==> src/rtl/core/ahoc_pkg.sv <==
// Shared types, codes and default sizes of the Aho-Corasick matcher.
`default_nettype none

package ahoc_pkg;

    localparam int MAX_NODES_DEF       = 1024;
    localparam int ALPHABET_DEF        = 26;
    localparam int MAX_PATTERN_LEN_DEF = 32;
    localparam int MAX_HITS            = 32;

    localparam logic [2:0] OP_INSERT = 3'd0;
    localparam logic [2:0] OP_FIND   = 3'd1;
    localparam logic [2:0] OP_BUILD  = 3'd2;
    localparam logic [2:0] OP_MATCH  = 3'd3;
    localparam logic [2:0] OP_CLEAR  = 3'd4;

    localparam logic [2:0] KIND_HIT    = 3'd0;
    localparam logic [2:0] KIND_INSERT = 3'd1;
    localparam logic [2:0] KIND_FIND   = 3'd2;
    localparam logic [2:0] KIND_BUILD  = 3'd3;
    localparam logic [2:0] KIND_CLEAR  = 3'd4;

    localparam logic [1:0] ST_OK   = 2'd0;
    localparam logic [1:0] ST_FULL = 2'd1;
    localparam logic [1:0] ST_LONG = 2'd2;

    typedef struct packed {
        logic [2:0] op;
        logic [4:0] symbol;
        logic       first;
        logic       last;
    } in_item_t;

    typedef struct packed {
        logic [2:0]  kind;
        logic [31:0] position;
        logic [5:0]  length;
        logic        found;
        logic [1:0]  insert_status;
        logic        final_res;
    } out_item_t;

    typedef enum logic [2:0] {
        CMD_INSERT,
        CMD_FIND,
        CMD_BUILD,
        CMD_MATCH,
        CMD_CLEAR
    } cmd_op_t;

    typedef struct packed {
        cmd_op_t    op;
        logic [4:0] symbol;
        logic       sym_ok;
        logic       first;
        logic       last;
    } cmd_t;

    typedef struct packed {
        logic valid;
        cmd_t cmd;
    } cmd_head_t;

    typedef enum logic [4:0] {
        S_IDLE,
        S_START,
        S_CLR,
        S_INS_RD,
        S_INS_CHK,
        S_INS_FIN,
        S_FND_RD,
        S_FND_CHK,
        S_FND_ERD,
        S_FND_OUT,
        S_M_RD,
        S_M_CHK,
        S_C_RD,
        S_C_CHK,
        S_C_END,
        S_B_INIT,
        S_B_POP,
        S_B_PW,
        S_B_PF,
        S_B_CRD,
        S_B_CCHK,
        S_B_QRD,
        S_B_QCHK,
        S_B_DONE
    } state_t;

endpackage

`default_nettype wire

==> src/rtl/core/ahoc_front.sv <==
// Front end: accepts beats, classifies the op and queues commands for the engine.
`default_nettype none

module ahoc_front
    import ahoc_pkg::*;
#(
    parameter int ALPHABET = ALPHABET_DEF
) (
    input  logic      clk,
    input  logic      rst_n,
    input  logic      start,
    output logic      busy,
    input  in_item_t  item,
    input  logic      clearing,
    input  logic      pop,
    output cmd_head_t head
);

    cmd_t       entries_reg [2];
    logic       wr_ptr_reg;
    logic       rd_ptr_reg;
    logic [1:0] count_reg;
    logic       cls_valid;
    cmd_t       cls_cmd;
    logic       push;
    logic       do_pop;

    always_comb
    begin
        cls_valid      = 1'b1;
        cls_cmd.symbol = item.symbol;
        cls_cmd.sym_ok = (32'(item.symbol) < ALPHABET);
        cls_cmd.first  = item.first;
        cls_cmd.last   = item.last;
        case (item.op)
            OP_INSERT: cls_cmd.op = CMD_INSERT;
            OP_FIND:   cls_cmd.op = CMD_FIND;
            OP_BUILD:  cls_cmd.op = CMD_BUILD;
            OP_MATCH:  cls_cmd.op = CMD_MATCH;
            OP_CLEAR:  cls_cmd.op = CMD_CLEAR;
            default:
            begin
                // Unused op codes are taken and dropped.
                cls_cmd.op = CMD_INSERT;
                cls_valid  = 1'b0;
            end
        endcase
    end

    assign busy       = (count_reg == 2'd2) || clearing;
    assign push       = start && !busy && cls_valid;
    assign do_pop     = pop && (count_reg != 2'd0);
    assign head.valid = (count_reg != 2'd0);
    assign head.cmd   = entries_reg[rd_ptr_reg];

    always_ff @(posedge clk or negedge rst_n)
    begin
        if (!rst_n)
        begin
            wr_ptr_reg <= 1'b0;
            rd_ptr_reg <= 1'b0;
            count_reg  <= 2'd0;
        end
        else
        begin
            if (push)
            begin
                wr_ptr_reg <= !wr_ptr_reg;
            end
            if (do_pop)
            begin
                rd_ptr_reg <= !rd_ptr_reg;
            end
            if (push && !do_pop)
            begin
                count_reg <= count_reg + 2'd1;
            end
            else if (do_pop && !push)
            begin
                count_reg <= count_reg - 2'd1;
            end
        end
    end

    always_ff @(posedge clk)
    begin
        if (push)
        begin
            entries_reg[wr_ptr_reg] <= cls_cmd;
        end
    end

endmodule

`default_nettype wire

==> config.mk <==
export PLATFORM = sky130hd
export DESIGN_NAME = ahoc_front
export DESIGN_NICKNAME = d
export VERILOG_FILES = /design/src/rtl/core/ahoc_pkg.sv /design/src/rtl/core/ahoc_front.sv
export SDC_FILE = /design/constraint.sdc
export NUM_CORES = 1
export LEC_CHECK = 0
export ABC_AREA = 1
export BUFFER_PORTS_ARGS = -buffer_cell sky130_fd_sc_hd__buf_2
export CAP_MARGIN = 20
export CORE_AREA = 4 4 51 53
export CTS_CLUSTER_DIAMETER = 200
export DETAILED_ROUTE_END_ITERATION = 10
export DIE_AREA = 0 0 55 57
export GPL_TIMING_DRIVEN = 0
export PLACE_DENSITY_LB_ADDON = 0.15
export SKIP_CTS_REPAIR_TIMING = 1
export SLEW_MARGIN = 25
export SYNTH_ARGS = -nofsm -noshare
export SYNTH_HDL_FRONTEND = slang
export SYNTH_SLANG_ARGS = --single-unit
==> constraint.sdc <==
create_clock -name clk -period 4.21 [get_ports clk]
set_clock_uncertainty 0.05 [all_clocks]
set_input_delay 1.263 -clock clk [delete_from_list [all_inputs] [get_ports clk]]
set_output_delay 1.263 -clock clk [all_outputs]
set_load 0.02 [all_outputs]
== Word-level counts from Yosys, hierarchy flattened ==
Memory sizes are Yosys's and may differ from the RTL's.
Index checks and enable logic that the tools add are counted.

* $add $sub $neg: 2
* Order comparisons: 1
* Eq/ne operators: 5
* Mux-type cells: 6
* Reductions and logical operators: 15

{| class="wikitable"
|+ Operators by type and width
! operator !! number
|-
| 3-bit one-hot mux with 4 select lines || 1
|-
| 3-bit by 2-bit equality test with 1-bit output (second input constant) || 2
|-
| 1-bit logical AND || 5
|-
| 1-bit logical NOT || 5
|-
| 5-bit less-than comparator (second input constant) || 1
|-
| 5-bit OR reduction || 1
|-
| 2-bit two-way mux || 2
|-
| 2-bit nonzero test || 2
|-
| 3-bit by 1-bit equality test with 1-bit output (second input constant) || 1
|-
| 3-bit equality test (second input constant) || 1
|-
| 3-bit logical NOT || 1
|-
| 1-bit two-way mux || 3
|-
| 2-bit by 1-bit adder with 2-bit output (second input constant) || 1
|-
| 2-bit equality test (second input constant) || 1
|-
| 2-bit by 1-bit subtractor with 2-bit output (second input constant) || 1
|-
| 1-bit logical OR || 1
|}

* Register bits after elaboration: 4
* Memory bits (writable): 22
* Input bits: 15
* Output and inout bits: 13
* Word-level logic and storage cells: 33
* Memories kept: 1

{| class="wikitable"
|+ Memories
! name !! words !! width !! read ports !! clocked after Yosys merged registers in !! wr ports !! line !! source
|-
| entries_reg || 2 || 11 || 1 || 0 || 1 || ahoc_front.sv:19 || <nowiki>cmd_t entries_reg [2];</nowiki>
|}

== Longest topological paths before layout ==
* Depth after elaboration: 9
* Gate-level depth with buffers: 9
* Mapped depth without buffers: 9

== Worst setup path before layout ==
Ideal clock, no wire load.

* Path type: input-to-output
* Start point: in clearing
* End point: out busy
* Data arrival time: 1.468 ns
* Required time: 2.897 ns
* Slack: 1.429 ns
* Cell stages on the path: 2
* Buffers on the path: 0
* Cells stage by stage: a21oi_1 -> inv_1

* Longest elaborated chain between the ends: 1

{| class="wikitable"
|+ RTL lines
! item !! line !! source
|-
| from (decl) || ahoc_front.sv:14 || <nowiki>input logic clearing,</nowiki>
|-
| 1-bit logical OR || ahoc_front.sv:50 || <nowiki>assign busy = (count_reg == 2'd2) || clearing;</nowiki>
|-
| to (decl) || ahoc_front.sv:12 || <nowiki>output logic busy,</nowiki>
|}

Every way passes these cells.

== Worst setup path in the final report ==
Ends and elaborated chain as after synthesis.

==> impl_metrics.py <==
metrics = {
    "sta": {
        "fin_tns_setup_ns": 0,
        "rsz0062_at_grt": "false",
        "setup_slack_ns": 1.23,
        "fin_crit_sh_pct": 70.8,
        "fin_crit_ns": 2.98,
        "finalHoldViolations": 0,
        "final-max-slew-violation-count": 0,
        "tightestPinTransition_ns": 0.927,
        "fmax_mhz": 336,
        "maxSlewHeadroom_pct": 38.0,
        "setup_violations": 0,
    },
    "global_route": {
        "grtUsageTotal_pct": 12.2,
        "grt_pass1_vias": 650,
        "antenna_found_initial": 0,
        "grt_max_degree": 15,
        "grt_pass1_wl_um": 2800,
        "grt-ovfl-total": 0,
    },
    "route": {
        "first_pass_iters": 4,
        "wl_met1_um": 717,
        "met3_wirelength_um": 112,
        "vias": 695,
        "routed_wl_um": 1700,
        "antenna_left": 0,
        "wire_per_inst_um": 11.0,
        "via_per_inst": 4.48,
        "met2RoutedLength_um": 854,
        "drcViolationCount": 0,
        "top_layer": "met4",
        "drt_iter0_markers": 9,
    },
    "cells_and_area": {
        "final_cell_count_no_fill": 155,
        "final_common_cell": "nand2_1",
        "diodes": 0,
        "fin_area_um2": 1290,
        "area_growth_pct": 17.9,
        "nets": 144,
        "final_cell_mix": "38 x nand2_1, 29 x buf_2, 22 x edfxtp_1",
        "largest_reg_flops": 22,
        "layout-drive-gt1-share_pct": 29.9,
    },
    "pwr": {
        "vdd_ir_drop_max_mv": 0.324,
        "power-per-cell-area_nw_per_um2": 574,
        "leakage_nw": 0.595,
    },
    "run": {
        "maxCapViolCount": 0,
    },
    "die": {
        "start_util_pct": 51.1,
        "core.rowCount": 17,
        "chipHeight_um": 57,
        "die_width_um": 55,
        "io_pins": 28,
        "core_um2": 2150,
        "dieArea_um2": 3140,
    },
    "critical_path": {
        "endpoint_kind": "primary output",
        "worstPathArrival_ns": 1.67,
        "slowest_delay_ns": 0.15,
        "path_cells": "buf_2 -> a21oi_1 -> inv_1 -> buf_2",
        "cp.buffers_inverters": 3,
        "cpLargestDelayFamily": "buffers and inverters",
        "worst_path_most_repeated_cell": "buf_2",
        "start_kind": "primary input",
        "crit_type": "in2out",
        "crit_fanout": 2,
        "slowest_stage": "buf_2",
        "worst-endpoint-required_ns": 2.90,
    },
    "logic_synthesis": {
        "ys_ff_latch": 26,
        "yosys_warnings": 0,
        "synth_top_flop_cell": "edfxtp_1",
        "synth_fp_nets": 112,
        "syn_avg_cell_area_um2": 11.4,
        "ys_types": 20,
        "synth_area_um2": 1100,
        "synth_edf_count": 22,
        "ys_seq_area_share_pct": 69.3,
        "synth_cells": 96,
        "async_reset_ff_share_pct": 15.4,
    },
    "clock_tree": {
        "cts.sinks": 26,
        "clkLatencyLatePin_ns": 0.30,
        "h-tree-depth": 1,
        "path_clk_slew_ns": 0.13,
        "cts-root-buf": "clkbuf_4",
        "cts_buffer_depth": 2,
        "cts_tree": "built",
        "numCtsBuffers": 3,
    },
    "place": {
        "place_ws_ns": 1.23,
        "gp_congestion": 0.720,
        "dp.cells": 151,
        "post_dp_cell_area_um2": 1270,
        "dp_hpwl_um": 1220,
        "portBuffers": 27,
    },
    "outcome": {
        "status": "complete, no violations",
    },
    "min_path": {
        "hold_path_class": "reg2reg",
    },
}
-- cells in the mapped netlist, drive strengths merged, types with 2 or more instances --
library cell,number,area share (%)
xor2,2,1.6
edfxtp,22,60
inv,12,4.1
nand2,40,15
dfrtp,4,9.1
nor2,6,3.0
buf,2,0.91
-- cell type report --
type / count / area, µm²
fill: 186 / 855
sequential: 26 / 761
multi-input combinational: 56 / 282
timing repair buffer: 27 / 135
inverter: 12 / 45.0
tap: 28 / 35.0
clock buffer: 3 / 22.5
buffer: 2 / 10.0
clock inverter: 1 / 3.75
-- metrics by stage --
stage | power, W | hold slack, ns | util (%)
floorplan | 0.000559 | 0.435 | -
global placement | 0.000645 | 0.450 | 59.0
detailed placement | 0.000650 | 0.467 | 59.0
CTS | 0.000749 | 0.496 | 60.2
global route | 0.000800 | 0.542 | 60.2
finish | 0.000742 | 0.496 | 60.2
-- power breakdown --
group / internal, W / switching, W
clock network: 0.0000346 / 0.0000667
logic: 0.000101 / 0.000201
registers: 0.000319 / 0.0000193
total: 0.000455 / 0.000287
-- final timing paths --
path,endpoint,slack [ns],startpoint,depth (start not counted)
worst min-delay path,count_reg[0],0.50,count_reg[0],1
worst max register to register,entries_reg[1][9],2.32,count_reg[0],6
worst max-delay path,busy,1.23,clearing,4
min in group asynchronous,count_reg[1],0.69,rst_n,1
worst min register to register,count_reg[0],0.50,count_reg[0],1
max in group asynchronous,wr_ptr_reg,3.30,rst_n,1
-- metal layers --
layer	track usage, %	up-vias
met4	4.17	0
li1	-	368
met2	21.3	18
met1	14.3	307
met5	0	-
met3	2.61	2
-- cells by family after synthesis --
kind of cell / count (synthesis) / share of synthesized area (%)
simple gates: 49 / 20.3
flops: 26 / 69.3
buf+inv: 14 / 5.02
compound gates: 3 / 1.82
xor+xnor: 3 / 2.39
fa+ha+maj: 1 / 1.14
(Power assumes the default switching activity.)
